File: config.mk
export PLATFORM = sky130hd
export DESIGN_NAME = tcw_ctrl
export DESIGN_NICKNAME = d
export VERILOG_FILES = /design/src/hw/rtl/tcw_pkg.sv /design/src/hw/rtl/tcw_ctrl.sv
export SDC_FILE = /design/constraint.sdc
export NUM_CORES = 1
export LEC_CHECK = 0
export CAP_MARGIN = 15
export CELL_PAD_IN_SITES_DETAIL_PLACEMENT = 0
export CELL_PAD_IN_SITES_GLOBAL_PLACEMENT = 1
export CORE_AREA = 8 8 45 47
export DETAILED_ROUTE_END_ITERATION = 16
export DIE_AREA = 0 0 53 55
export DONT_BUFFER_PORTS = 1
export MAX_ROUTING_LAYER = met4
export PLACE_DENSITY = 0.51
export SYNTH_ARGS = -nofsm -noshare
export SYNTH_HDL_FRONTEND = slang
export SYNTH_SLANG_ARGS = --single-unit
File: constraint.sdc
create_clock -name clk -period 1.92 [get_ports clk]
set_clock_uncertainty 0.1 [all_clocks]
set_input_delay 0.576 -clock clk [delete_from_list [all_inputs] [get_ports clk]]
set_output_delay 0.576 -clock clk [all_outputs]
set_load 0.1 [all_outputs]
File: src/hw/rtl/tcw_pkg.sv
// ----------------------------------------------------------------------------
// tcw_pkg: shared types and constants for the text console cell writer
// Screen geometry, field widths, command codes, state and control structs.
// ----------------------------------------------------------------------------
package tcw_pkg;

  // Screen geometry
  localparam int SCREEN_WIDTH  = 80;
  localparam int SCREEN_HEIGHT = 25;
  localparam int SCROLL_ROWS   = 5;
  localparam int TAB_STOP      = 4;

  localparam int CELL_COUNT  = SCREEN_WIDTH * SCREEN_HEIGHT;
  localparam int SHIFT_CELLS = SCROLL_ROWS * SCREEN_WIDTH;
  localparam int KEEP_CELLS  = CELL_COUNT - SHIFT_CELLS;

  localparam int ADDR_W = $clog2(CELL_COUNT);
  localparam int X_W    = $clog2(SCREEN_WIDTH);
  localparam int Y_W    = $clog2(SCREEN_HEIGHT);

  // Field widths of the channels
  localparam int CMD_W  = 2;
  localparam int CHAR_W = 8;
  localparam int COL_W  = 7;
  localparam int ROW_W  = 5;

  // Character codes
  localparam logic [CHAR_W-1:0] CODE_NUL     = 8'd0;
  localparam logic [CHAR_W-1:0] CODE_TAB     = 8'd9;
  localparam logic [CHAR_W-1:0] CODE_NEWLINE = 8'd10;

  typedef enum logic [CMD_W-1:0] {
    CMD_PUT     = 2'd0,
    CMD_READ    = 2'd1,
    CMD_CLEAR   = 2'd2,
    CMD_REFRESH = 2'd3
  } cmd_t;

  typedef enum logic [2:0] {
    ST_INIT,
    ST_IDLE,
    ST_COPY,
    ST_ZERO,
    ST_DONE
  } state_t;

  // Controller to datapath
  typedef struct packed {
    logic accept;
    logic cnt_load;
    logic cnt_inc;
    logic copy_step;
    logic zero_step;
    logic out_load;
  } ctl_t;

  // Datapath to controller
  typedef struct packed {
    logic req_clear;
    logic req_scroll;
    logic cnt_at_keep;
    logic cnt_at_last;
    logic out_free;
  } sts_t;

endpackage

File: src/hw/rtl/tcw_ctrl.sv
// ----------------------------------------------------------------------------
// tcw_ctrl: console controller
// Sequences the reset clearing pass, command acceptance, scroll copy,
// screen clearing and result hand-off.
// ----------------------------------------------------------------------------
module tcw_ctrl import tcw_pkg::*; (
  input  logic clk,
  input  logic rst,
  input  logic req_valid,
  output logic req_ready,
  input  sts_t sts,
  output ctl_t ctl
);

  state_t state;
  state_t state_next;

  always_ff @(posedge clk) begin
    if (rst) begin
      state <= ST_INIT;
    end else begin
      state <= state_next;
    end
  end

  always_comb begin
    state_next = state;
    ctl        = '0;
    req_ready  = 1'b0;
    case (state)
      ST_INIT: begin
        ctl.zero_step = 1'b1;
        if (sts.cnt_at_last) begin
          state_next = ST_IDLE;
        end else begin
          ctl.cnt_inc = 1'b1;
        end
      end
      ST_IDLE: begin
        req_ready = 1'b1;
        if (req_valid) begin
          ctl.accept = 1'b1;
          if (sts.req_clear) begin
            ctl.cnt_load = 1'b1;
            state_next   = ST_ZERO;
          end else if (sts.req_scroll) begin
            ctl.cnt_load = 1'b1;
            state_next   = ST_COPY;
          end else begin
            state_next = ST_DONE;
          end
        end
      end
      ST_COPY: begin
        // counter runs one past the kept area to flush the last write
        ctl.copy_step = 1'b1;
        if (sts.cnt_at_keep) begin
          state_next = ST_ZERO;
        end else begin
          ctl.cnt_inc = 1'b1;
        end
      end
      ST_ZERO: begin
        ctl.zero_step = 1'b1;
        if (sts.cnt_at_last) begin
          state_next = ST_DONE;
        end else begin
          ctl.cnt_inc = 1'b1;
        end
      end
      ST_DONE: begin
        if (sts.out_free) begin
          ctl.out_load = 1'b1;
          state_next   = ST_IDLE;
        end
      end
      default: begin
        state_next = ST_INIT;
      end
    endcase
  end

endmodule

* Word level (Yosys, flattened, before mapping)
Index checks and enable logic that the tools add are counted.
Word-level totals: output and inout bits 7, bits of input ports 8, register bits 3
Operators by class: multiplexer cells 20, eq/ne operators 9, reduce and logical (&&, ||, !) cells 3
Operator list (count):
- $mux W3 | 7
- $pmux W3 S5 | 1
- $ne A2 B2 Y1 const B | 5
- $mux W1 | 9
- $eq A3 B2 Y1 const B | 2
- $reduce_and A5 Y1 | 1
- $mux W2 | 2
- $eq A3 B1 Y1 const B | 1
- $eq A3 B3 Y1 const B | 1
- $logic_not A3 Y1 | 1
- $pmux W1 S2 | 1
- $reduce_or A2 Y1 | 1

* Logic depth before layout (Yosys ltp)
word-level depth 4, depth in mapped cells 5, gate-level depth less buffers 4

* Least setup slack after synthesis
No wires, ideal clock.
path type register to output, from register state[2], to output ctl[4] (netlist bit), arrival 3.798 ns, stages on the path, launching flop included 4, buffers on the path 1, setup slack -2.554 ns, cell sequence dfxtp_1 > buf_2 > nor3b_1 > and3_1
RTL lines:
- from (decl) | line tcw_ctrl.sv:15 | state_t state;
- from (signal assigned) | line tcw_ctrl.sv:22 | state <= state_next;
- to (decl) | line tcw_ctrl.sv:12 | output ctl_t ctl

==> impl_results.md <==
- Flop2flop setup slack: 210 ps
- Yosys top cell area share: 22.2%
- Clock power share: 14.0%
- Port Buf Inserts: 0
- Layout cell share with drive strength beyond 1: 60.0%
- Worst path slowest cell: or2_2
- Synth async-reset ratio: 0%
- Largest net degree at the start of global routing: 9
- First-pass GRT wire length: 1.24 mm
- Regs by FF count: state x3
- Ant diodes: 0
- Post-synth EDFFs: 0
- Max-slew violations: 0
- Die span in x: 53 um
- Register cell area after layout: 71.3 um2
- Area of the multi-input gates: 218 um2
- Leading area contributor after synthesis: dfxtp_1
- Vias in the first global route: 277
- Die Area: 0.00292 mm2
- Switching share of power: 52.5%
- Worst hold path type: in -> reg
- Mapped cell area: 270 um2
- Status: completed
- CTS H-tree lvls: 1
- Tcrit/Tclk final: 98.4%
- Actual slew at the worst max-slew pin: 306 ps
- Avg Synthesized Cell Area: 7.51 um2
- DRC: 0
- Initial antenna violation count: 0
- CTS tree: built
- Flop pwr share: 13.0%
- Clock latency on the worst-skew pair: 230 ps
- CP cell instances: or2_2 > and3_4 > buf_12
- Synth area leaders: dfxtp_1 (22%), nor2_1 (9.7%), buf_6 (8.3%), a21oi_1 (7.4%), or3b_2 (6.5%)
- CTS sink cnt: 3
- Starting Density: 19.5%
- Final GP Congestion: 0.756
- Critical path data required time: 1240 ps
- Max reg flops: 3
- Hold buffer count at CTS: 0
- DRT Wirelength: 854 um
- Max-cap violations: 0
- Total negative setup slack: 0 ps
- Root Driver: clkbuf_4
- Global Route Usage Sum: 5.91%
- CP Capture Type: output pin
- CP Buf/Inv Count: 1
- Endpoints failing setup: 0
- P&R area growth vs syn: 88.0%
- Slew headroom: 79.1%
- Iter 0 DRT Violations: 0
- Combinational power share: 73.1%
- GR Overflow Total: 0
- Maximum buffer depth of the clock tree: 2
- Pint: 0.372 mW
- FF+latch count, synth: 3
- CTS buffer count: 3
- # rows: 14
- Total number of vias: 313
- CP Launch Type: primary input
- Fillers: 148
- DRT Pass-1 Iters: 1
- Maximum VDD drop: 0.000550 V
- Tot Pwr: 0.785 mW
- Synth Net Count: 44
- Hold Fails Final Rpt: 0
- Cells after synthesis: 36
- Worst-path fanout max: 3
- PwrDens: 1540 mW/mm2
- Reg with most FFs: state
- HPWL after detailed placement: 641 um
- Crit-path max cell delay: 290 ps
- Clk slew on worst S/H paths: 30 ps
- Top cell family by delay on the critical path: simple AND/OR/NAND/NOR gates
- Most frequent cell after synthesis: nor2_1
- Top post-synthesis cells by count: nor2_1 (7), a21oi_1 (4), dfxtp_1 (3)
- Yosys warns: 0
- Min Clock Period, post-route: 1890 ps
- Die Span Y: 55 um
- WP data arrival: 1210 ps
- NumNets Final: 59
- WS Path Type: in -> out
- Via density: 4.74
- Top_reg_cell synth: dfxtp_1
- Net switching power figure: 0.412 mW
- Unique masters post-synth: 20
- Fmax: 529 MHz
- Core Box Area: 0.00138 mm2
- Ports: 15
- Register area share after synthesis: 22.2%
- Post-route ant nets: 0
- Pleak: 0.197 nW
- Setup repair after global routing missed its margin: true
- Routed len/inst: 12.9 um
==> final timing paths <==
| path | cells past startpoint | end | startpoint |
|---|---|---|---|
| setup reg to reg | 6 | state[2] | state[0] |
| setup / recovery | 3 | ctl[4] | sts[4] |
| hold / removal | 1 | state[2] | rst |
| hold reg to reg | 2 | state[1] | state[0] |
==> stage by stage <==
| stage | util, % | hold WS [ps] | instance area (um2) | instances | setup slack (ps) |
|---|---|---|---|---|---|
| floorplan | - | 456 | 304 | 36 | -648 |
| global placement | 32.5 | 542 | 449 | 59 | 32.4 |
| detailed placement | 32.5 | 546 | 449 | 59 | 27.8 |
| CTS | 34.9 | 303 | 483 | 63 | 9.88 |
| global route | 36.7 | 296 | 508 | 66 | -23.4 |
| finish | 36.7 | 305 | 508 | 66 | 31.0 |
==> power by group through the flow <==
stage	combinational [mW]	clock, mW	sequential [mW]
floorplan	0.413	0	0.0825
detailed placement	0.549	0	0.105
global route	0.595	0.123	0.105
global placement	0.549	0	0.105
CTS	0.551	0.113	0.111
finish	0.573	0.110	0.102
==> worst register-to-register path, delay by kind of cell, from the launching register on <==
kind	cells	cell delay, ps
compound gates	2	300
buf+inv	2	250
flops	1	360
simple gates	2	590
==> layout by cell type, fill, tap and decap left out, drive strengths merged <==
cell type and count:
a2111oi 1, a21oi 4, a22o 1, a31oi 1, and2 2, and3 2, buf 13, clkbuf 4
dfxtp 3, mux2i 1, nand2 1, nor2 7, nor2b 1, nor3b 2, o21ai 2, o41ai 1
or2 1, or3b 2, or4 1
==> cell type report <==
| class | instances | area share, % |
|---|---|---|
| clock buffer | 4 | 5.17 |
| multi-input combinational | 30 | 42.9 |
| sequential | 3 | 14.0 |
| tap | 16 | 3.94 |
| timing repair buffer | 13 | 34.0 |
==> timing repair <==
item | in CTS | in global routing
pin swaps | 1 | 2
gates cloned | 0 | 0
buffers inserted | 0 | 3
setup endpoints to repair | 5 | 3
resized for setup | 4 | 1
hold endpoints to repair | 0 | 0
==> per-layer routing <==
layer	track usage [%]	up-vias	part of all wire [%]
met1	5.92	139	40
met4	3.88	0	2.2
li1	-	160	-
met5	-	-	0
met2	8.20	12	46
met3	4.01	2	11
==> cells by family after synthesis <==
| logic type | after synthesis | share of synthesized area [%] |
|---|---|---|
| AND/OR/NAND/NOR | 19 | 40.7 |
| AO/OA/AOI/OAI | 10 | 23.2 |
| flip-flops | 3 | 22.2 |
| buffers and inverters | 3 | 10.2 |
| multiplexers | 1 | 3.70 |
Power figures use the tool's default switching activity.
